===== src/design/lpp_mul.sv =====
// Shared 32x32 multiplier with registered product.
`default_nettype none
module lpp_mul (
  input  wire logic        clk_i,
  input  wire logic [31:0] a_i,
  input  wire logic [31:0] b_i,
  output logic      [63:0] p_o
);
  always_ff @(posedge clk_i) begin
    p_o <= a_i * b_i;
  end
endmodule
`default_nettype wire


===== config.mk =====
export PLATFORM = sky130hd
export DESIGN_NAME = lpp_mul
export DESIGN_NICKNAME = d
export VERILOG_FILES = /design/src/design/lpp_mul.sv
export SDC_FILE = /design/constraint.sdc
export NUM_CORES = 2
export LEC_CHECK = 0
export BUFFER_PORTS_ARGS = -buffer_cell sky130_fd_sc_hd__clkbuf_2
export CAP_MARGIN = 20
export CORE_ASPECT_RATIO = 2
export CORE_MARGIN = 2
export CORE_UTILIZATION = 44
export DETAILED_ROUTE_END_ITERATION = 8
export SLEW_MARGIN = 15
export SYNTH_ARGS = -nofsm -noshare
export SYNTH_HDL_FRONTEND = slang
export SYNTH_SLANG_ARGS = --single-unit

===== constraint.sdc =====
create_clock -name clk_i -period 7.5 [get_ports clk_i]
set_clock_uncertainty 0.1 [all_clocks]
set_input_delay 0.75 -clock clk_i [delete_from_list [all_inputs] [get_ports clk_i]]
set_output_delay 0.75 -clock clk_i [all_outputs]
set_load 0.02 [all_outputs]

# Word-level counts from Yosys, hierarchy flattened
# Cells that the tools add are included.
[op_classes]
addsub = 0
n_mul = 1
div = 0
n_lt_le_gt_ge = 0
n_eq_ne = 0
n_shift = 0
mux = 0
bitwise_logic = 0
n_reduce_logical = 0
[op_table]
columns = ["op", "n"]
rows = [
  ["multiplier 32 x 32 -> 64 bit", 1],
]
[word_totals]
ff_bits = 64
latch_bits = 0
mem_bits_rw = 0
mem_bits_ro = 0
in_bits = 65
out_inout_bits = 64
memories = 0

# Depth between registers and ports, before layout
[logic_depth]
depth_word = 1
depth_mapped = 29
ltp_nobuf = 27

# Worst setup path after synthesis
# Ideal clock, no wire load.
[synth_timing]
path_kind = "input to register"
from = "input a_i[25]"
to = "register p_o[62]"
setup_ns = 0.072
arrival_ns = 7.431
required_ns = 7.328
setup_slack_ns = -0.103
stages = 25
path_buffers = 2
cell_sequence = "clkbuf_1 > nand2_1 > fa_1 > inv_1 > fa_1 > inv_1 > fa_1 > inv_1 > fa_1 > fa_1 > fa_1 > fa_1 > inv_1 > fa_1 > inv_1 > ha_1 > buf_2 > nand4_1 > or4_1 > or3_1 > a31oi_1 > a31o_2 > a211oi_1 > o21ai_1 > xor2_1"
[synth_between]
elab_chain_len = 1
[synth_rtl]
columns = ["element", "line_no", "text"]
rows = [
  ["start: declaration", "5", "input wire logic [31:0] a_i,"],
  ["multiplier 32 x 32 -> 64 bit", "10", "p_o <= a_i * b_i;"],
  ["end signal: assignment", "10", ""],
  ["end: declaration", "7", "output logic [63:0] p_o"],
]
# Every way passes these cells.

# Worst setup path after layout
[layout_timing]
from = "input a_i[8]"
to = "register p_o[62]"
# Same word-level chain as after synthesis.

==> results <==
- The worst setup path category is in2reg.
- Summed over all layers, the global routing overflow is 0.
- The sequential fraction of the synthesis area is 3.695%.
- The TritonCTS clock tree is done.
- The endpoint type of the worst setup path is a flop.
- The number of hold violations in the final report came to 0.
- The number of antenna violations at the first check in global routing was 5.
- The synthesized design spends more area on one cell type than any other, namely sky130_fd_sc_hd__fa_1.
- The first routing iteration left 1152 violations.
- The cell count after synthesis came out at 3748.
- The peak per-stage delay on the critical path is 580 ps.
- The total area inside the core boundary comes to 78010 sq um.
- The Yosys step of the flow raised 0 warnings.
- The number of buffers between clock root and the deepest sink is 2.
- Synthesis inferred 64 register bits.
- With fillers left out, the area of the finished cells amounts to 40920 sq um.
- The per-cell routed wire length is 23.09 microns.
- Once routing completed, OpenROAD measured the worst setup slack at -93.16 ps.
- The checks that failed: negative setup slack.
- Setup violations remaining at the end of the flow were counted as 4.
- For this run, asynchronously set or reset flops after synthesis account for 0%.
- The clock drives 64 sinks.
- The number of nets handed over by synthesis was 4972.
- The number of buffers inserted for hold repair after clock tree synthesis is 0.
- The first detailed-routing pass took 5 iterations.
- Entering global routing, the biggest net connects 24 pins.
- The number of buffers added on ports is 128.
- The layout has 7381 filler cells.
- Headroom to the max-slew limit came out at 52.23%.
- The largest registers in the layout are p_o (64).
- The worst endpoint required time is 7730 ps.
- In this run the vertical extent of the chip is 401.0 microns.
- Once the floorplan was initialized, standard cells occupied 44.45% of the core.
- In this run the horizontal extent of the chip is 202.5 microns.
- The maximum fanout along the worst path is 5.
- The clock transition at the registers of the reported paths is 60 ps.
- The cell sitting at the root of the clock tree is a sky130_fd_sc_hd__clkbuf_16.
- The number of standard-cell rows in the floorplan is 145.
- The number of CTS-inserted buffers is 9.
- The DRC violations left is 0.
- At the worst endpoint, the arrival time is 7830 ps.
- Across the run, the number of max-cap violations was 0.
- Setup repair after global routing could not meet its margin everywhere.
- The worst setup path is launched from an input pin.
- In this run the worst setup path terminates at p_o[62].
- The flip-flop count of the largest register, all copies and words added is 64.
- The minimum clock period after layout is 7593 ps.
- The total die area is 81210 sq um.
- In the post-synthesis netlist, the biggest area contributors are sky130_fd_sc_hd__fa_1, sky130_fd_sc_hd__and2_1, sky130_fd_sc_hd__ha_1, sky130_fd_sc_hd__inv_1, sky130_fd_sc_hd__nand2_1.
- The flow ran to the end, but the final reports show violations.
- Dividing the detail-routed via count by the number of cells gives 5.231.
- The total count of max-transition violations in the final report was 0.
- The final layout net count is 5333.
- In this run the number of H-tree levels came out at 3.
- Summed over its instances, the top area cell type makes up 51.73% of the synthesized netlist area.
- The transition time of the tightest slew-check pin is 711.4 ps.
- The netlist uses 57 different library cells.
- The maximum clock frequency is 131.7 MHz.
- After detailed routing, the total wire length is 118900 microns.
- The total I/O pin count is 129.
- The area growth from synthesis to final layout is 18.01%.
- The global-route wire length before repair is 176800 microns.
- The number of global-route vias before repair was 30.67k.
- The register ranked first by flip-flop count is p_o.
- The most used flip-flop cell after synthesis is sky130_fd_sc_hd__dfxtp_1.
- The total vias in the final route is 26.93k.
- The area of the mapped netlist is 34680 sq um.
- Each instance of the synthesized netlist takes up on average 9.252 sq um.
- In this run the worst setup path begins at a_i[8].
- The critical path goes through buf_6, buf_12, and2_4, fa_1, inv_2, fa_1, inv_2, fa_1, fa_1, buf_6, fa_2, fa_1, fa_1, fa_1, ha_4, nand4_1, or4_4, or3_4, a31oi_1, buf_4, a31o_4, a211oi_2, o21ai_1, xor2_1.
- In the final layout, the share of cells above drive strength 1 is 18.41%.
- The global-route total usage across every layer is 30.00%.
- The synthesized design contains 0 enable-type register cells.
- Dividing the final minimum period by the clock period gives 101.2%.
- The HPWL after detailed placement is 102500 microns.
- The type of the worst min-delay path is in2reg.
- The congestion estimate from routability-driven global placement came to 0.9997.
- The placed cell area is 39240 sq um.
- The slowest stage of the critical path is the sky130_fd_sc_hd__fa_1 cell.
- In the layout the commonest cells are sky130_fd_sc_hd__inv_1, sky130_fd_sc_hd__fa_1, sky130_fd_sc_hd__and2_1.
- Counting stages on the worst path, the most repeated cell is sky130_fd_sc_hd__fa_1.
- The remaining antenna violation count after routing is 0.
## worst min path at each step
stage,start,endpoint,slack [ps],depth (start not counted)
2_1_floorplan,b_i[0],p_o[0],780,1
3_5_place_dp,p_o[13],p_o[13],1070,1
6_report,a_i[1],p_o[1],830,3
5_1_grt,a_i[1],p_o[1],840,3
4_1_cts,a_i[1],p_o[1],830,3
3_3_place_gp,p_o[10],p_o[10],1070,1
## metrics by stage
step	cells	worst slack, ps	util, %	TNS (ps)	hold slack (ps)
after floorplan	3748	-34.78	-	-34.78	777.3
after global placement	5091	-646.0	50.30	-11340	1066
after global routing	5145	-266.1	52.44	-1204	839.6
after detailed placement	5091	-733.8	50.30	-12550	1068
after CTS	5114	-13.94	51.23	-13.94	827.1
final	5148	-93.16	52.45	-231.8	831.7
## layout make-up
type                            instances  area [sq um]  share of cell area (%)
Multi-Input combinational cell       2599         30040                   73.42
Sequential cell                        64          1281                   3.131
Timing Repair Buffer                  570          4755                   11.62
Clock buffer                           11         242.7                  0.5932
Antenna cell                            6         15.01                 0.03669
Clock inverter                          4         45.04                  0.1101
Inverter                              865          3252                   7.947
Tap cell                             1029          1287                   3.146
## layer usage
layer	share of wire (%)	routed length (microns)	GRT usage, %
met1	27	32140	25.05
met2	57	67260	58.16
met3	3.8	4467	4.042
met4	13	14980	29.12
met5	0	0	0
## worst max-delay path: cells and delay by family
kind,cells,cell delay (ps)
adders and majority gates,9,4430
AOI/OAI and AO/OA,4,570
buffers and inverters,6,680
and+or+nand+nor,4,1210
xor gates and xnor gates,1,160
## synth_stat cells (5+ instances only)
cell / instances
sky130_fd_sc_hd__nor3_1: 7
sky130_fd_sc_hd__and3_1: 14
sky130_fd_sc_hd__o21ai_1: 5
sky130_fd_sc_hd__a31oi_1: 12
sky130_fd_sc_hd__nand2_1: 480
sky130_fd_sc_hd__inv_1: 865
sky130_fd_sc_hd__o21ai_0: 21
sky130_fd_sc_hd__nor2_1: 20
sky130_fd_sc_hd__dfxtp_1: 64
sky130_fd_sc_hd__a21oi_1: 63
sky130_fd_sc_hd__ha_1: 263
sky130_fd_sc_hd__nand3_1: 10
sky130_fd_sc_hd__o21a_1: 9
sky130_fd_sc_hd__clkbuf_1: 213
sky130_fd_sc_hd__fa_1: 896
sky130_fd_sc_hd__xnor2_1: 35
sky130_fd_sc_hd__a21o_1: 40
sky130_fd_sc_hd__and2_1: 602
sky130_fd_sc_hd__nand4_1: 23
sky130_fd_sc_hd__buf_2: 6
sky130_fd_sc_hd__o21bai_1: 10
sky130_fd_sc_hd__xor2_1: 25
## timing repair
| item | in CTS | in global routing |
|---|---|---|
| setup endpoints to repair | 17 | 26 |
| gates cloned | 1 | 3 |
| pin swaps | 25 | 104 |
| setup buffers | 7 | 27 |
| gates resized for setup | 82 | 211 |
## cells by family after synthesis
kind of cell / count (synthesis) / share of synthesized area, %
xor gates and xnor gates: 60 / 1.515
and+or+nand+nor: 1177 / 17.62
buffers and inverters: 1085 / 11.77
DFF: 64 / 3.695
AOI/OAI and AO/OA: 202 / 4.153
adders and majority gates: 1159 / 61.22
muxes: 1 / 0.02887
Power is not shown: default switching activity piles up to over one toggle a cycle in this logic, so the estimate is an artifact.
