### src/design/lpp_ram.sv
// Generic single-port RAM with registered read.
`default_nettype none
module lpp_ram #(
  parameter int Width = 8,
  parameter int Depth = 16
) (
  input  wire logic                                clk_i,
  input  wire logic                                we_i,
  input  wire logic [(Depth > 1 ? $clog2(Depth) : 1)-1:0] addr_i,
  input  wire logic [Width-1:0]                    wdata_i,
  output logic      [Width-1:0]                    rdata_o
);
  logic [Width-1:0] mem [Depth];

  always_ff @(posedge clk_i) begin
    if (we_i) begin
      mem[addr_i] <= wdata_i;
    end
    rdata_o <= mem[addr_i];
  end
endmodule
`default_nettype wire

### config.mk
export PLATFORM = sky130hd
export DESIGN_NAME = lpp_ram
export DESIGN_NICKNAME = d
export VERILOG_FILES = /design/src/design/lpp_ram.sv
export SDC_FILE = /design/constraint.sdc
export NUM_CORES = 1
export LEC_CHECK = 0
export BUFFER_PORTS_ARGS = -buffer_cell sky130_fd_sc_hd__buf_2
export CAP_MARGIN = 20
export CORE_AREA = 5 5 125 80
export CTS_CLUSTER_DIAMETER = 30
export CTS_CLUSTER_SIZE = 25
export DETAILED_ROUTE_END_ITERATION = 8
export DIE_AREA = 0 0 130 85
export HOLD_SLACK_MARGIN = 0.06
export PLACE_DENSITY = 0.76
export SYNTH_ARGS = -nofsm -noshare
export SYNTH_HDL_FRONTEND = slang
export SYNTH_SLANG_ARGS = --single-unit
### constraint.sdc
create_clock -name clk_i -period 2 [get_ports clk_i]
set_input_delay 0.1 -clock clk_i [delete_from_list [all_inputs] [get_ports clk_i]]
set_output_delay 0.1 -clock clk_i [all_outputs]
set_load 0.02 [all_outputs]
=== Yosys cells after proc, flatten, opt, wreduce, memory -nomap -nowiden ===
Memories as Yosys holds them, arrays and structs flattened. A register that Yosys moved wholly into a read port is not among the register bits.
Index checks and enable logic that the tools add are counted.

* Register bits: 0
* Bits in latches: 0
* Memory bits (writable): 128
* ROM bits: 0
* Memories: 1

* Add/subtract/negate cells: 0
* Multiply operators: 0
* Div/mod/pow operators: 0
* $lt $le $gt $ge: 0
* Eq/ne operators: 0
* Shift operators: 0
* Muxes and demuxes: 2
* Bitwise gates (word level): 0
* Reduce and logical (&&, ||, !) cells: 0

{| class="wikitable"
|+ Memory list
! name !! depth !! bits a word !! rd ports !! clocked after memory_dff !! write ports !! line !! text
|-
| mem || 16 || 8 || 1 || 1 || 1 || 13 || <nowiki>logic [Width-1:0] mem [Depth];</nowiki>
|}

{| class="wikitable"
|+ Operators with widths
! kind !! count
|-
| $mux W1 || 2
|}

=== Depth between registers and ports, before layout ===
Gate-level depths: netlist (run 1).

* Depth after elaboration: 2
* Gate-level depth with buffers: 5

=== Least setup slack after synthesis (run 1) ===
OpenSTA, ideal clock, no wires.

* Path type: input to register
* Start point: input addr_i[2] in the netlist's numbering
* End point: memory mem[0][0] (enable)
* Data arrival time: 1210 ps
* Data required time: 1617 ps
* Slack: 407 ps
* Stages on the path: 2
* Cell sequence: or3b_2 nor3_1

{| class="wikitable"
|+ RTL lines
! item !! line !! text
|-
| start: declaration || 9 || <nowiki>input wire logic [(Depth > 1 ? $clog2(Depth) : 1)-1:0] addr_i,</nowiki>
|-
| end: declaration || 13 ||
|}

No word-level cell before the write port.

==> impl_metrics.toml, run 1 <==
[outcome]
status = "complete, no violations"

[setup_path]
critPathArrivalTime_ns = 1.64
crit_buf_inv = 0
worstSetupEndpointType = "flip-flop"
path_class = "reg -> reg"
crit_start = "mem[7][3]$_DFFE_PP_"
cp_top_family = "multiplexers"
cpMaxStageDelayCell = "mux4_2"
required_ns = 2.28
start_kind = "flip-flop"
crit_path_cell_trace = "mux4_2 -> a22oi_1 -> nand2_1"
timing.rr.start = "mem[7][3]$_DFFE_PP_"
worst-path-max-fanout = 1
critPathMaxStageDelay_ns = 0.51

[cts]
post_cts_buffers = 0
cts.sinks = 136
cts_tree = "done"
cts_resized = 0
max-clock-path-buffers = 2
ctsHoldBuffers = 0
cts_buffers = 17
clk_pin_slew_ns = 0.06
htreeDepth = 4
root_buffer = "clkbuf_16"
clock_latency_ns = 0.41

[power_and_ir_drop]
seqPwrFrac_pct = 49.8
power.switching_uw = 1310
p_total_uw = 6440
ir_worst_vdd_mv = 0.639
p_per_area_nw_per_um2 = 1070
p_int_uw = 5140
leakage_uw = 0.00202
power.share.switching_pct = 20.3
p_comb_share_pct = 5.0
clkPwrFrac_pct = 45.2

[synthesis]
synthesis.area_um2 = 5070
ys_ff_latch = 136
synth_fa_ha_area_share_pct = 0
synthMuxAreaShare_pct = 14.2
yosys-top-cells-area = "edfxtp_1 (76%), mux4_2 (14%), dfxtp_1 (3.2%)"
synth-compound-area-share_pct = 2.37
synth_nets = 244
synth_top_area_share_pct = 75.9
synth_top_family_by_area = "multiplexers"
yosys.area_share.simple_pct = 3.21
synthXorXnorAreaFrac_pct = 0
synth.yosys.warnings = 0
yosysSeqAreaShare_pct = 79.0
syn_inst = 230
postSynthAreaPerCell_um2 = 22.0
yosysTopAreaCell = "edfxtp_1"
synth_cell_types = 18

[final_layout]
nets = 297
area_growth_pct = 18.9
num_antenna_cells = 0
drive_gt1_share_pct = 36.3

[route]
dr.pass1.iters = 4
wire_per_inst_um = 23.8
drt-initial-drc-count = 198
drtAntennaViolNets = 0
drc = 0
viasPerCell = 6.00
routed_wl_mm = 9.76
num_vias = 2465

[floorplan]
rows = 27
fp.dieW_um = 130
num_io_pins = 22
start_util_pct = 57.7
die_area_um2 = 11100
core_area_um2 = 8780
die_h_um = 85

[global_route]
antenna_found_initial = 0
grt_max_degree = 17
overflow = 0
track_usage_pct = 19.9
first_global_vias = 2559
grt_pass1_wl_mm = 15.2

[timing]
fmax_mhz = 736
rsz0062_at_grt = "false"
tns_ns = 0
layout_min_cycle_time_ns = 1.36
worst_pin_slew_ns = 0.676
whs_ns = 0.0813
drv_slew = 0
hold_viol = 0
setup_viol = 0
skew_ns = 0.00560
post-route-period-util_pct = 67.9
worst_slack_ns = 0.641
maxSlewHeadroom_pct = 54.7

[placement]
place_ws_ns = 0.344
place_congestion = 0.781
hpwl_mm = 6.33
io_buffer_count = 21

[min_path]
worstHoldPathType = "in -> reg"
worstHoldStart = "wdata_i[5]"

[flow_run]
maxCapViolCount = 0
==> final cells by class <==
type | count | area [um2]
repair buffers | 45 | 310
well taps | 116 | 145
clock buffers | 18 | 429
fillers | 546 | 2760
multi-input cells | 83 | 1000
clock inverters | 13 | 133
flip-flops and latches | 136 | 4000
==> flip-flops by register name, indices dropped and copies added, names as in the netlist <==
register	flops
mem	128
rdata_o	8
==> layer usage <==
metal	vias up	global-route usage (%)	routed length (um)	part of all wire, %
li1	1069	-	-	-
met1	1282	29.6	4220	43
met2	100	28.1	4530	46
met3	14	5.53	883	9.0
met4	0	8.58	130	1.3
met5	-	0	0	0
==> cells in the mapped netlist (all sizes together) <==
cell type,instances
edfxtp,128
mux4,32
a22oi,16
nor2,13
nand2,9
buf,8
dfxtp,8
nor3,4
clkbuf,3
nand2b,2
nand3b,2
nor2b,2
and2,1
nand3,1
or3b,1
==> logic make-up after synthesis <==
family / after synthesis
AOI/OAI and AO/OA: 16
buffers and inverters: 11
DFF: 136
muxes: 32
and+or+nand+nor: 35
==> placed cells by master, fill, tap and decap left out, drive strengths merged <==
| cell | count |
|---|---|
| a22oi | 16 |
| bufinv | 2 |
| nand2b | 2 |
| clkbuf | 18 |
| dfxtp | 8 |
| nor2b | 2 |
| and2 | 1 |
| edfxtp | 128 |
| nor3 | 4 |
| nand2 | 9 |
| or3b | 1 |
| nor2 | 13 |
| mux4 | 32 |
| nand3 | 1 |
| clkinv | 8 |
| clkinvlp | 3 |
| buf | 45 |
| nand3b | 2 |
==> path summary, 6_finish.rpt <==
path | depth (start not counted) | slack (ns) | to
worst min-delay path | 1 | 0.08 | mem[5][5]$_DFFE_PP_
worst max register to register | 3 | 0.64 | rdata_o[3]$_DFF_P_
worst min register to register | 3 | 0.68 | rdata_o[0]$_DFF_P_
worst max-delay path | 3 | 0.64 | rdata_o[3]$_DFF_P_
==> stage by stage <==
| step | instance area [um2] | std cells | util [%] |
|---|---|---|---|
| detailed placement | 5460 | 380 | 62.2 |
| global placement | 5460 | 380 | 62.2 |
| CTS | 6020 | 411 | 68.6 |
| global route | 6020 | 411 | 68.6 |
| floorplan | 5070 | 230 | - |
| finish | 6020 | 411 | 68.6 |
==> power by group through the flow <==
stage	Clock, uW	Sequential [uW]	Combinational [uW]
after floorplan	0	3280	164
after global placement	0	3260	318
after detailed placement	0	3260	327
after CTS	2970	3210	328
after global routing	3110	3210	352
final	2920	3210	323
Note: power is estimated with default switching activity, not from simulation.
==> inputs of run 2 (changes only) <==
Clock period 2 ns to 1.3 ns, I/O delays scaled along.
==> impl_metrics.toml, run 2 (same netlist as run 1, synthesis figures left out) <==
[outcome]
status = "complete, no violations"

[placement]
place_inst = 403
io_buffer_count = 21
hpwl_mm = 6.97
place_congestion = 0.849

[global_route]
grt_max_degree = 26
grt_pass1_wl_mm = 16.3
use_met2_pct = 31.9
grt.busiest_layer = "met2"
first_global_vias = 2765
antenna_found_initial = 0
overflow = 0
grtUsageMet1_pct = 30.2
use_met3_pct = 7.61
track_usage_pct = 21.6

[setup_path]
cpMaxStageDelayCell = "mux4_2"
critPathArrivalTime_ns = 1.57
critPathMaxStageDelay_ns = 0.47
start_kind = "flip-flop"
path_class = "reg -> reg"
required_ns = 1.58
crit_buf_inv = 0
crit_start = "mem[8][7]$_DFFE_PP_"
timing.rr.start = "mem[8][7]$_DFFE_PP_"
r2r-end = "rdata_o[7]$_DFF_P_"
rrSetupSlack_ns = 0.01
worst-path-max-fanout = 1
worstSetupEndpointType = "flip-flop"
cp_top_family = "multiplexers"
crit_path_cell_trace = "mux4_2 -> a22oi_1 -> nand2_1"
rr_worst_depth = 3

[floorplan]
start_util_pct = 57.7
core_area_um2 = 8780
num_io_pins = 22
die_h_um = 85
rows = 27
fp.dieW_um = 130
die_area_um2 = 11100

[final_layout]
nets = 328
n_fill_cell = 513
area_growth_pct = 27.1
largest_register = "mem"
drive_gt1_share_pct = 45.3
num_antenna_cells = 0
reg_top3 = "mem: 128 flops, rdata_o: 8 flops"
layout.cells.non_filler = 443
largest_register_ffs = 128
most-common-layout-cells = "edfxtp_1 (128), buf_4 (41), mux4_2 (32)"
layout_commonest_cell = "edfxtp_1"

[route]
viasPerCell = 5.82
drtAntennaViolNets = 0
drt-initial-drc-count = 312
dr.pass1.iters = 4
routed_wl_mm = 10.7
num_vias = 2580
drc = 0
wire_per_inst_um = 24.1

[min_path]
worstHoldPathType = "in -> reg"
hold_path_depth = 3
hold_end = "mem[0][0]$_DFFE_PP_"
worstHoldStart = "addr_i[0]"

[timing]
worst_pin_slew_ns = 0.927
layout_min_cycle_time_ns = 1.29
setup_viol = 0
maxSlewHeadroom_pct = 38.1
post-route-period-util_pct = 98.9
drv_slew = 0
rsz0062_at_grt = "true"
tns_ns = 0
skew_ns = 0.00716
hold_viol = 0
fmax_mhz = 778

[cts]
htreeDepth = 4
cts_tree = "done"
cts_buffers = 17
cts.sinks = 136
max-clock-path-buffers = 2
root_buffer = "clkbuf_16"
clock_latency_ns = 0.41
post_cts_buffers = 0
clk_pin_slew_ns = 0.05

[power_and_ir_drop]
p_int_uw = 8330
ir_worst_vdd_mv = 1.28
clkPwrFrac_pct = 46.4
power.switching_uw = 2000
seqPwrFrac_pct = 47.9
leakage_uw = 0.00220
power.share.switching_pct = 19.3
p_per_area_nw_per_um2 = 1600
p_comb_share_pct = 5.7

[flow_run]
maxCapViolCount = 0
-- run 2: changes by cell type in the layout (fill, tap and decap cells not counted), moves of 3 or more --
cell	previous run	this run
a22oi_1	16	9
a22oi_2	0	7
buf_12	2	6
buf_4	22	41
clkbuf_1	1	5
clkbuf_8	0	3
clkinv_2	4	1
clkinv_4	3	0
dlygate4sd3_1	0	8
nor2_1	13	1
nor2_2	0	12
-- run 2: per-layer routing --
layer | vias up | routed length, um
met5 | - | 0
met4 | 0 | 157
met3 | 18 | 938
met2 | 126 | 5150
met1 | 1300 | 4440
li1 | 1136 | -
-- run 2: power groups by stage --
stage	logic, uW	clock network (uW)	registers (uW)
CTS	587	4870	4950
global route	631	5110	4950
global placement	541	0	5030
floorplan	261	0	5050
finish	591	4790	4950
detailed placement	555	0	5030
-- run 2: layout make-up --
type	instances	area, um2	area share, %
clock buffers	25	485	7.54
clock inverters	7	118	1.83
multi-input cells	83	1070	16.7
flip-flops and latches	136	4000	62.2
well taps	116	145	2.25
repair buffers	76	613	9.52
-- run 2: repair_timing --
action	4_1_cts	5_1_grt
resized for setup	3	4
hold buffers	8	0
pin swaps	1	4
endpoints found under the hold margin	128	0
endpoints found under the setup margin	3	7
-- run 2: worst min-delay path, cell delays in order --
cell	delay, ns
buf_2	0.22
nor3_2	0.08
buf_4	0.14
-- run 2: worst max-delay path by stage --
| stage | end | slack (ns) | cells past startpoint |
|---|---|---|---|
| floorplan | mem[12][0]$_DFFE_PP_ | -0.15 | 3 |
| global placement | rdata_o[5]$_DFF_P_ | -0.22 | 5 |
| detailed placement | rdata_o[5]$_DFF_P_ | -0.25 | 5 |
| CTS | rdata_o[1]$_DFF_P_ | 0.003 | 3 |
| global route | rdata_o[1]$_DFF_P_ | -0.03 | 3 |
| finish | rdata_o[7]$_DFF_P_ | 0.01 | 3 |
-- run 2: metrics by stage --
| step | hold slack (ns) | total power [uW] | cell area, um2 | util, % | setup WS [ns] |
|---|---|---|---|---|---|
| floorplan | 0.164 | 5310 | 5100 | - | -0.152 |
| global placement | 0.455 | 5570 | 5720 | 65.1 | -0.220 |
| detailed placement | 0.465 | 5590 | 5720 | 65.1 | -0.250 |
| CTS | 0.249 | 10400 | 6420 | 73.1 | 0.00305 |
| global route | 0.258 | 10700 | 6440 | 73.3 | -0.0311 |
| finish | 0.266 | 10300 | 6440 | 73.3 | 0.0139 |
