File: src/design/lpp_pkg.sv
// Shared types and constants of the locked page pool.
`default_nettype none
package lpp_pkg;

  typedef enum logic [2:0] {
    OP_GET_VALID = 3'd0,
    OP_GET_EMPTY = 3'd1,
    OP_PUT_VALID = 3'd2,
    OP_PUT_EMPTY = 3'd3,
    OP_FIND      = 3'd4
  } op_e;

  localparam logic [2:0] CFG_PAGE_COUNT  = 3'd0;
  localparam logic [2:0] CFG_PAGE_SHIFT  = 3'd1;
  localparam logic [2:0] CFG_PROBE_MUL   = 3'd2;
  localparam logic [2:0] CFG_PROBE_INC   = 3'd3;
  localparam logic [2:0] CFG_PROBE_MOD   = 3'd4;
  localparam logic [2:0] CFG_METRIC_MODE = 3'd5;

  localparam logic [63:0] RAND_MUL   = 64'd2862933555777941757;
  localparam logic [63:0] RAND_ADD   = 64'd3037000493;
  localparam logic [63:0] SEED_RESET = 64'h0000_0000_0000_beef;

  typedef enum logic [4:0] {
    ST_CLEAR,
    ST_IDLE,
    ST_DECODE,
    ST_SEED0,
    ST_SEED1,
    ST_SEED2,
    ST_SEED3,
    ST_START,
    ST_START_W,
    ST_IDX,
    ST_IDX_W,
    ST_RD,
    ST_CHK,
    ST_STEP_MUL,
    ST_STEP_MOD,
    ST_STEP_MOD_W,
    ST_FIXQ,
    ST_FIXQ_W,
    ST_ADV,
    ST_FIND_RD,
    ST_FIND_CHK,
    ST_FIN
  } state_e;

  // request to the shared remainder unit
  typedef struct packed {
    logic        start;
    logic [63:0] dividend;
    logic [6:0]  nbits;
    logic [11:0] divisor;
  } mod_req_t;

  typedef struct packed {
    logic        ok;
    logic [9:0]  entry_index;
    logic [15:0] pattern_id;
    logic [31:0] tag;
    logic [31:0] touch;
    logic [63:0] offset;
    logic [63:0] phys_addr;
  } res_t;

endpackage
`default_nettype wire

File: src/design/lpp_mod.sv
// Shared remainder unit: restoring division, one dividend bit per cycle.
`default_nettype none
module lpp_mod (
  input  wire logic              clk_i,
  input  wire logic              rst_ni,
  input  wire lpp_pkg::mod_req_t req_i,
  output logic                   done_o,
  output logic [11:0]            rem_o
);
  import lpp_pkg::*;

  logic        busy_q;
  logic [6:0]  cnt_q;
  logic [63:0] div_q;
  logic [11:0] dsr_q;
  logic [12:0] trial;

  assign trial = {rem_o, div_q[63]};

  always_ff @(posedge clk_i or negedge rst_ni) begin
    if (!rst_ni) begin
      busy_q <= 1'b0;
      done_o <= 1'b0;
      cnt_q  <= '0;
    end else begin
      done_o <= 1'b0;
      if (req_i.start) begin
        busy_q <= 1'b1;
        cnt_q  <= req_i.nbits;
      end else if (busy_q) begin
        cnt_q <= cnt_q - 7'd1;
        if (cnt_q == 7'd1) begin
          busy_q <= 1'b0;
          done_o <= 1'b1;
        end
      end
    end
  end

  always_ff @(posedge clk_i) begin
    if (req_i.start) begin
      div_q <= req_i.dividend << (7'd64 - req_i.nbits);
      dsr_q <= req_i.divisor;
      rem_o <= '0;
    end else if (busy_q) begin
      div_q <= {div_q[62:0], 1'b0};
      if (trial >= {1'b0, dsr_q}) begin
        rem_o <= 12'(trial - {1'b0, dsr_q});
      end else begin
        rem_o <= trial[11:0];
      end
    end
  end
endmodule
`default_nettype wire

File: config.mk
export PLATFORM = sky130hd
export DESIGN_NAME = lpp_mod
export DESIGN_NICKNAME = d
export VERILOG_FILES = /design/src/design/lpp_pkg.sv /design/src/design/lpp_mod.sv
export SDC_FILE = /design/constraint.sdc
export NUM_CORES = 1
export LEC_CHECK = 0
export ABC_AREA = 1
export BUFFER_PORTS_ARGS = -buffer_cell sky130_fd_sc_hd__buf_2
export CAP_MARGIN = 20
export CORE_MARGIN = 2
export CORE_UTILIZATION = 55
export CTS_BUF_LIST = sky130_fd_sc_hd__clkbuf_2
export DETAILED_ROUTE_END_ITERATION = 8
export GPL_ROUTABILITY_DRIVEN = 0
export GPL_TIMING_DRIVEN = 0
export PLACE_DENSITY = 0.84
export SYNTH_ARGS = -nofsm -noshare
export SYNTH_HDL_FRONTEND = slang
export SYNTH_SLANG_ARGS = --single-unit
export TNS_END_PERCENT = 1
File: constraint.sdc
create_clock -name clk_i -period 2.55 [get_ports clk_i]
set_input_delay 0.1275 -clock clk_i [delete_from_list [all_inputs] [get_ports clk_i]]
set_output_delay 0.1275 -clock clk_i [all_outputs]
set_load 0.01 [all_outputs]
* Word level (Yosys, flattened, before mapping)
Cells that the tools add are included.
** Storage, ports and cells
- Bits in registers :: 97
- Bits of input ports :: 86
- Output and inout bits :: 13
- Logic and storage cells :: 24
** Operators by class
- Add/subtract/negate cells :: 3
- Magnitude comparators :: 1
- Equality and inequality tests :: 1
- Shift-type cells :: 1
- Mux-type cells :: 11
- Reduce and logical (&&, ||, !) cells :: 1
** Operator list (number)
- 64-bit two-way mux :: 2
- 64-bit by 7-bit left shift with 64-bit output :: 1
- 7-bit two-way mux :: 2
- 13-bit by 12-bit greater-or-equal comparator with 1-bit output :: 1
- 12-bit two-way mux :: 1
- 12-bit subtractor :: 1
- 7-bit by 1-bit == test with 1-bit output, second input constant :: 1
- 7-bit by 1-bit subtractor with 7-bit output, second input constant :: 1
- 7-bit subtractor, first input constant :: 1
- 1-bit two-way mux :: 6
- 2-bit nonzero test :: 1

* Longest topological paths before layout
Gate-level depths: netlist of the first run.
- Word-level depth :: 4
- Depth in mapped cells :: 15
- Depth with buffers taken out :: 12

* Worst setup path before layout of the first run
OpenSTA, ideal clock, no wires.
- Path kind :: flip-flop to flip-flop
- From :: register busy_q
- To :: register div_q[0] (enable)
- Arrival :: 1.728 ns
- Setup slack :: 0.403 ns
- Cell stages (with the launch flop) :: 3
- Clock period less this slack :: 2.147 ns
- Cells stage by stage :: dfrtp_1 > nor2_1 > inv_1
** Between the ends
- Longest elaborated chain between the ends :: 1
** Ends and longest elaborated chain
- start: declaration :: RTL line lpp_mod.sv:12 : logic busy_q;
- start signal: assignment :: RTL line lpp_mod.sv:22 : busy_q <= 1'b0;
- start signal: assignment :: RTL line lpp_mod.sv:28 : busy_q <= 1'b1;
- start signal: assignment :: RTL line lpp_mod.sv:33 : busy_q <= 1'b0;
- 2-bit nonzero test (no line)
- end signal: assignment :: RTL line lpp_mod.sv:42 : div_q <= req_i.dividend << (7'd64 - req_i.nbits);
- end signal: assignment :: RTL line lpp_mod.sv:46 : div_q <= {div_q[62:0], 1'b0};
- end: declaration :: RTL line lpp_mod.sv:14 : logic [63:0] div_q;
No other way between the ends.
A chain may end at the register's enable or synchronous reset.

* Final worst setup path of the first run
- From :: input port req_i[13] (netlist bit)
- To :: register div_q[58] (data pin)
** Between the ends
- Longest elaborated chain between the ends :: 3
** Ends and longest elaborated chain
- start: declaration :: RTL line lpp_mod.sv:6 : input wire lpp_pkg::mod_req_t req_i,
- 7-bit subtractor :: RTL line lpp_mod.sv:42
- 64-bit by 7-bit left shift with 64-bit output :: RTL line lpp_mod.sv:42
- 64-bit two-way mux :: RTL line lpp_mod.sv:41 : if (req_i.start) begin
No other way between the ends.

==> results.yml, run 1 <==
synth:
  yosys_register_bits: 97
  syn_inst: 1353
  synth.distinct_cells: 32
  yosysSeqAreaShare: 0.322
  synth_area_um2: 8540
  synth_fp_nets: 1455
  synth_warnings: 0
  avgSynthCellArea_um2: 6.31
status:
  failed_checks: "negative setup slack"
  status: "complete, but fails checks"
cells_and_area:
  final_common_cell: "nand2_1"
  nFillCells: 1515
  regArea_um2: 2750
  diodes: 0
  drive_gt1_frac: 0.132
  instances_no_fill: 1677
  multi_input_area_um2: 5120
  fin_util: 0.631
  final_cell_mix: "nand2_1, nand3_1, buf_2"
  nets: 1586
  area_growth_pct: 12.3
sta:
  drv_slew: 0
  finalCritPeriodShare: 1.00
  rsz0062_at_grt: "no"
  fmax_mhz: 390
  fin_ws_ns: -0.0118
  max_slew.worst_pin.slew_ns: 0.723
  hold_slack_ns: 0.166
  finalSetupTns_ns: -0.0118
  skew_ns: 0.0414
  finalHoldViolCount: 0
  maxSlewHeadroom: 0.516
  setup_violations: 1
  timing.final.crit_period_ns: 2.56
clocking:
  path_clk_slew_ns: 0.28
  cts_resized: 0
  cts_sinks: 97
  clk_path_buf_depth: 2
  cts_made_buffers: 9
  cts-root-buf: "clkbuf_2"
  cts_tree: "done"
  clock_latency_ns: 0.60
  htree_levels: 3
global_routing:
  grt_pass1_wl_um: 44200
  grt_pass1_vias: 9228
  antenna_found_initial: 0
  grtUsageTotal: 0.339
  grt_max_degree: 48
  globalRouteOverflowTotal: 0
critical_path:
  endpoint_kind: "register"
  path_max_fanout: 10
  critPathKind: "input port to register"
  critPathArrivalTime_ns: 2.93
  cp_data_required_time_ns: 2.91
  start_kind: "input port"
die:
  ioPinCount: 99
  dieArea_um2: 16500
  die_w_um: 129
  start_util: 0.562
  core_um2: 15200
  rows: 45
  die_h_um: 129
power:
  leakagePower_uw: 0.00483
  ir_drop_mv: 0.348
  power.density_nw_per_um2: 587
  power_uw: 5630
detailed_routing:
  via_per_inst: 6.21
  initialDrtViolationCount: 1507
  ant_nets: 0
  dr.pass1.iters: 9
  vias: 10400
  wl_per_cell_um: 17.0
  drc: 0
  wl_um: 28500
place:
  numPlacedInstances: 1640
  dpl.hpwl_um: 22200
  numPortBuffers: 98
flow_run:
  max-cap-violations: 0
hold_path:
  min_path_type: "input port to register"
==> metal layers <==
layer	vias to the layer above	global-route usage	routed length, µm
met2	729	0.525	12100
li1	4857	-	-
met4	0	0.150	1460
met1	4680	0.446	11100
met3	149	0.0956	3860
met5	-	0	0
==> through the flow <==
| stage | instance area [µm²] | setup WS, ns |
|---|---|---|
| floorplan | 8540 | 0.403 |
| global placement | 9260 | -0.605 |
| detailed placement | 9280 | -0.373 |
| CTS | 9590 | 0.202 |
| global route | 9590 | 0.00646 |
| finish | 9590 | -0.0118 |
==> power by group <==
group / total, µW / internal, µW / switching (µW)
combinational: 2820 / 964 / 1860
sequential: 2130 / 1970 / 152
clock: 681 / 139 / 542
==> state kept, by name, summed over array words and instances (netlist names) <==
name / count
div_q: 64
done_o: 1
dsr_q: 12
busy_q: 1
cnt_q: 7
rem_o: 12
==> kinds of logic (layout without fill, tap and decap cells) <==
family | after synthesis | in the layout | share of synthesized area
xor+xnor | 10 | 10 | 0.0125
simple gates | 1039 | 1039 | 0.531
buf+inv | 143 | 279 | 0.0781
compound gates | 48 | 48 | 0.0320
flops | 97 | 97 | 0.322
fa+ha+maj | 16 | 16 | 0.0243
==> worst paths after layout <==
check / from / end / slack, ns / cells past startpoint
min in group asynchronous: rst_ni / cnt_q[0]$_DFFE_PN0P_ / 0.49 / 3
min reg2reg: rem_o[5]$_SDFFE_PP0P_ / rem_o[5]$_SDFFE_PP0P_ / 0.51 / 2
max reg2reg: rem_o[7]$_SDFFE_PP0P_ / rem_o[7]$_SDFFE_PP0P_ / 0.41 / 10
max in group asynchronous: rst_ni / busy_q$_DFF_PN0_ / 1.76 / 3
max: req_i[13] / div_q[58]$_DFFE_PP_ / -0.01 / 13
min: req_i[19] / div_q[0]$_SDFFCE_PN0P_ / 0.17 / 5
==> Yosys cell counts <==
cell,n,area (µm²)
nor2_1,53,199
o21ai_0,20,100
a21o_1,1,7.51
xor2_4,1,27.5
fa_1,1,20.0
a21oi_1,12,60.1
buf_2,53,265
inv_2,8,30.0
nor2_2,3,18.8
o311ai_0,1,8.76
a22oi_1,5,37.5
xnor2_1,5,43.8
o221ai_1,3,26.3
nand2_2,2,12.5
nor3_1,4,20.0
buf_4,9,67.6
edfxtp_1,76,2280
ha_1,15,188
nand3_2,1,10.0
nand4_1,13,81.3
dfxtp_1,12,240
xor2_1,4,35.0
buf_6,4,45.0
nand2_1,502,1880
and2_1,2,12.5
inv_1,51,191
nand3_1,459,2300
a21boi_0,1,7.51
o21ai_1,5,25.0
buf_1,2,7.51
dfrtp_1,9,225
clkbuf_1,16,60.1
==> worst max-delay path, cell delays in order <==
cell,delay (ns)
dlygate4sd3_1,0.52
buf_2,0.14
inv_1,0.05
ha_1,0.26
buf_2,0.28
buf_1,0.51
nand3_1,0.21
nand3_1,0.13
nand2_1,0.07
o21ai_0,0.20
nand2_1,0.18
nand3_1,0.15
nand3_1,0.08
==> layout make-up <==
cell class | count | area share
Inverter | 59 | 0.0231
Timing Repair Buffer | 120 | 0.0752
Clock buffer | 9 | 0.00470
Buffer | 84 | 0.0465
Multi-Input combinational cell | 1113 | 0.534
Tap cell | 188 | 0.0245
Clock inverter | 7 | 0.00535
Sequential cell | 97 | 0.287
==> timing repair <==
item | 4_1_cts | 5_1_grt
hold buffers | 21 | 0
hold endpoints to repair | 39 | 0
buffers inserted | 0 | 0
Note: power is estimated with default switching activity, not from simulation.
==> run 2: changes to the inputs <==
CORE_ASPECT_RATIO = 0.5   (was default)
==> run 2 against run 1 <==
Net effect: the run now ends clean; count of clock-buffer cells in the layout unchanged; sequential share of layout area decreased by 0.15 points; die area increased by 0.37%; worst setup slack improved by 0.12 ns; routed wire length increased by 3.5%; sequential cell count unchanged; largest power group unchanged; combinational power about the same; critical endpoint is now div_q[44]$_DFFE_PP_; cell area increased by 0.51%; clock skew decreased by 0.0056 ns; core utilization decreased by 0.063 points; highest routed layer unchanged.
==> results.yml, run 2 (same netlist as run 1, synthesis figures left out) <==
critical_path:
  slowest_stage: "o21ai_1"
  start_kind: "input port"
  cp_data_required_time_ns: 2.93
  path_max_fanout: 10
  critPathArrivalTime_ns: 2.82
  reg2reg_from: "dsr_q[8]$_DFFE_PP_"
  critPathKind: "input port to register"
  critPathLaunch: "req_i[12]"
  crit_chain: "buf_2 > inv_2 > buf_4 > buf_2 > ha_1 > buf_2 > inv_2 > buf_2 > nand3_1 > nand3_1 > nand2_1 > o21ai_1 > nand2_1 > nand3_1 > nand3_1"
  cp_slowest_stage_delay_ns: 0.32
  endpoint_kind: "register"
hold_path:
  min_path_type: "input port to register"
  min-delay-start: "req_i[19]"
cells_and_area:
  top_regs: "div_q (64), dsr_q (12), rem_o (12)"
  nets: 1586
  final_cell_mix: "nand2_1, nand3_1, buf_2"
  drive_gt1_frac: 0.132
  instances_no_fill: 1693
  largest_reg_flops: 64
  nFillCells: 1490
  area_growth_pct: 12.9
  diodes: 0
  fin_util: 0.630
  final_common_cell: "nand2_1"
  regMostFlops: "div_q"
sta:
  drv_slew: 0
  max_slew.worst_pin.slew_ns: 0.666
  timing.final.crit_period_ns: 2.44
  fmax_mhz: 410
  skew_ns: 0.0358
  finalCritPeriodShare: 0.957
  hold_slack_ns: 0.233
  setup_violations: 0
  finalHoldViolCount: 0
  rsz0062_at_grt: "no"
  maxSlewHeadroom: 0.554
detailed_routing:
  drc: 0
  vias: 10500
  wl_per_cell_um: 17.4
  wl_um: 29500
  ant_nets: 0
  dr.pass1.iters: 8
  via_per_inst: 6.20
  initialDrtViolationCount: 1784
clocking:
  cts_sinks: 97
  htree_levels: 3
  cts_made_buffers: 9
  clk_path_buf_depth: 2
  cts-root-buf: "clkbuf_2"
  post-cts-setup-buffer-count: 0
  cts_tree: "done"
  clock_latency_ns: 0.58
  path_clk_slew_ns: 0.27
global_routing:
  antenna_found_initial: 0
  grt.met1_usage: 0.469
  top_usage_layer: "met2"
  grtUsageTotal: 0.351
  grtUsageMet2: 0.547
  use_met3: 0.112
  grt_pass1_vias: 9384
  globalRouteOverflowTotal: 0
  grt_max_degree: 47
  grt_pass1_wl_um: 46700
power:
  power.density_nw_per_um2: 600
  ir_drop_mv: 0.313
  leakagePower_uw: 0.00485
  power_uw: 5780
die:
  rows: 32
  die_h_um: 92.1
  start_util: 0.558
  die_w_um: 180
  core_um2: 15300
  dieArea_um2: 16600
  ioPinCount: 99
status:
  status: "finished, final reports clean"
place:
  numPortBuffers: 98
  numPlacedInstances: 1656
  dpl.hpwl_um: 23100
flow_run:
  max-cap-violations: 0
==> run 2: final cells by class <==
| type | instances | area, µm² | area share |
|---|---|---|---|
| tap | 204 | 255 | 0.0265 |
| timing repair buffer | 120 | 721 | 0.0748 |
| buffer | 84 | 447 | 0.0463 |
| clock buffer | 9 | 45.0 | 0.00467 |
| inverter | 59 | 221 | 0.0230 |
| sequential | 97 | 2750 | 0.285 |
| multi-input combinational | 1113 | 5120 | 0.531 |
| clock inverter | 7 | 78.8 | 0.00818 |
==> run 2: worst paths after layout <==
kind                                          end  slack, ns  depth (start not counted)
max in group asynchronous    cnt_q[4]$_DFFE_PN0P_       1.74                          3
max reg2reg                 rem_o[4]$_SDFFE_PP0P_       0.42                         11
min in group asynchronous        busy_q$_DFF_PN0_       0.51                          3
min                        div_q[0]$_SDFFCE_PN0P_       0.23                          5
min reg2reg                 rem_o[5]$_SDFFE_PP0P_       0.51                          2
max                           div_q[44]$_DFFE_PP_       0.11                         15
==> run 2: what timing repair did <==
item,in CTS,in global routing
endpoints found under the setup margin,0,5
endpoints found under the hold margin,39,0
gates resized for setup,0,1
hold buffers,21,0
==> run 2: where the power goes <==
group          total (µW)  switching (µW)  leakage (µW)  internal, µW
logic                2850            1880       0.00369           966
registers            2150             171       0.00108          1970
clock network         791             551     0.0000773           240
total                5780            2600       0.00485          3180
==> run 2: layer usage <==
layer,wire length [µm],vias to the layer above
met5,0,-
met4,1120,0
met3,4590,147
met2,12100,812
met1,11800,4682
li1,-,4855
==> run 2: critical path, delay by kind of cell <==
kind / cells / cell delay [ns]
buffers and inverters: 7 / 1.44
adders and majority gates: 1 / 0.26
and+or+nand+nor: 6 / 0.67
AOI/OAI and AO/OA: 1 / 0.32
==> run 2: metrics by stage <==
stage	setup slack (ns)	TNS (ns)	cell area (µm²)
final	0.110	0	9640
after global routing	0.0493	0	9640
after detailed placement	-0.358	-12.59	9300
after floorplan	0.403	0	8540
after CTS	0.183	0	9640
after global placement	-0.519	-43.86	9280
==> run 3: changes to the inputs <==
BUFFER_PORTS_ARGS = default   (was -buffer_cell sky130_fd_sc_hd__buf_2)
DONT_BUFFER_PORTS = 1   (was default)
PLACE_DENSITY = 0.78   (was 0.84)
==> run 3 against run 2 <==
Net effect: global-route usage increased by 0.70 points; cell count decreased by 5.7%; worst hold slack got worse by 0.14 ns; combinational power decreased by 7.0%; routed wire length increased by 0.12%; clock power increased by 7.0%; register-to-register slack got worse by 0.18 ns; total power decreased by 1.5%; largest power group unchanged.
==> results.yml, run 3 (same netlist as run 1, synthesis figures left out) <==
cells_and_area:
  final_cell_mix: "nand2_1, nand3_1, edfxtp_1"
  nets: 1488
  nFillCells: 1507
  area_growth_pct: 7.30
  top_regs: "div_q (64), dsr_q (12), rem_o (12)"
  fin_util: 0.599
  fin_area_um2: 9160
  final_common_cell: "nand2_1"
  regMostFlops: "div_q"
  largest_reg_flops: 64
  instances_no_fill: 1596
  drive_gt1_frac: 0.0712
power:
  power.density_nw_per_um2: 622
  leakagePower_uw: 0.00445
  ir_drop_mv: 0.375
sta:
  rsz0062_at_grt: "no"
  hold_slack_ns: 0.0973
  timing.final.crit_period_ns: 2.37
  drv_slew: 0
  finalHoldViolCount: 0
  setup_violations: 0
  fmax_mhz: 423
  skew_ns: 0.0228
  finalSetupTns_ns: 0
  maxSlewHeadroom: 0.509
  max_slew.worst_pin.slew_ns: 0.735
  finalCritPeriodShare: 0.928
global_routing:
  globalRouteOverflowTotal: 0
  grt_pass1_wl_um: 47100
  antenna_found_initial: 1
  grt_pass1_vias: 9171
  grt_max_degree: 35
  grtUsageTotal: 0.358
critical_path:
  crit_cells: 13
  critPathLaunch: "req_i[12]"
  cp_top_family: "buffers and inverters"
  endpoint_kind: "register"
  rr_worst_depth: 10
  critPathKind: "input port to register"
  r2r-end: "rem_o[6]$_SDFFE_PP0P_"
  slowest_stage: "buf_1"
  critPathArrivalTime_ns: 2.76
  start_kind: "input port"
  critical_path.endpoint: "div_q[58]$_DFFE_PP_"
  reg2reg_from: "rem_o[7]$_SDFFE_PP0P_"
  cp_data_required_time_ns: 2.94
  r2r_slack_ns: 0.24
  path_max_fanout: 10
  crit_chain: "inv_2 > buf_4 > buf_2 > ha_1 > buf_2 > buf_1 > nand3_1 > nand3_1 > nand2_1 > o21ai_0 > nand2_1 > nand3_1 > nand3_1"
  cp_slowest_stage_delay_ns: 0.54
  path_buf_inv: 5
  worst_path_most_repeated_cell: "nand3_1"
detailed_routing:
  drc: 0
  wl_um: 29600
  ant_nets: 0
  wl_per_cell_um: 18.5
  dr.pass1.iters: 7
  initialDrtViolationCount: 1544
  via_per_inst: 6.37
  vias: 10200
die:
  rows: 32
  core_um2: 15300
  start_util: 0.558
  die_w_um: 180
  dieArea_um2: 16600
  die_h_um: 92.1
  ioPinCount: 99
place:
  dpl_cell_area_um2: 8810
  numPlacedInstances: 1558
  numPortBuffers: 0
  dpl.hpwl_um: 23100
clocking:
  cts_sinks: 97
  holdBufCountCts: 21
  cts_resized: 0
  cts-root-buf: "clkbuf_2"
  post-cts-setup-buffer-count: 0
  cts_tree: "done"
  cts_made_buffers: 9
  clk_path_buf_depth: 2
  path_clk_slew_ns: 0.25
  htree_levels: 3
  clock_latency_ns: 0.59
hold_path:
  min_path_type: "input port to register"
  min-delay-start: "req_i[19]"
status:
  status: "finished, final reports clean"
flow_run:
  max-cap-violations: 0
[run 3: cell types whose count changed in the layout (fill, tap and decap cells not counted)]
cell / delta
buf_1: +1
buf_2: -98
bufinv_16: +1
clkbuf_2: +1
clkinv_1: -1
clkinv_4: -2
clkinvlp_4: +2
diode_2: +1
inv_8: -2
[run 3: report_power, final]
part	switching [µW]	internal (µW)
Sequential	221	1970
Combinational	1790	868
Clock	517	329
[run 3: metal layers]
layer / GRT usage / part of all wire / up-vias
met5: 0 / 0 / -
met4: 0.0954 / 0.030 / 0
met3: 0.108 / 0.15 / 118
met2: 0.559 / 0.42 / 789
met1: 0.483 / 0.40 / 4598
li1: - / - / 4660
[run 3: worst min-delay path by stage]
stage / to / slack, ns / cells after the start
finish: div_q[0]$_SDFFCE_PN0P_ / 0.1 / 4
floorplan: busy_q$_DFF_PN0_ / -0.17 / 0
global route: div_q[0]$_SDFFCE_PN0P_ / 0.08 / 4
detailed placement: cnt_q[0]$_DFFE_PN0P_ / -0.17 / 0
global placement: cnt_q[0]$_DFFE_PN0P_ / -0.17 / 0
CTS: div_q[0]$_SDFFCE_PN0P_ / 0.04 / 4
[run 3: metrics by stage]
| stage | total power, µW | worst slack [ns] |
|---|---|---|
| after global placement | 4650 | -0.236 |
| final | 5700 | 0.184 |
| after CTS | 5590 | 0.307 |
| after floorplan | 4070 | 0.403 |
| after detailed placement | 4720 | -0.275 |
| after global routing | 6050 | 0.000733 |
[run 3: layout make-up]
cell class,count,area [µm²],area share
multi-input cells,1113,5120,0.559
flip-flops and latches,97,2750,0.300
inverters,59,221,0.0242
clock inverters,5,80.1,0.00874
well taps,204,255,0.0279
plain buffers,84,445,0.0486
repair buffers,22,230,0.0251
diodes,1,2.50,0.000273
clock buffers,11,55.1,0.00601
[run 3: tightest hold or removal path: stages]
cell and delay [ns]:
nand4_1 0.08, inv_1 0.08, nand2_1 0.17, nor3_1 0.10
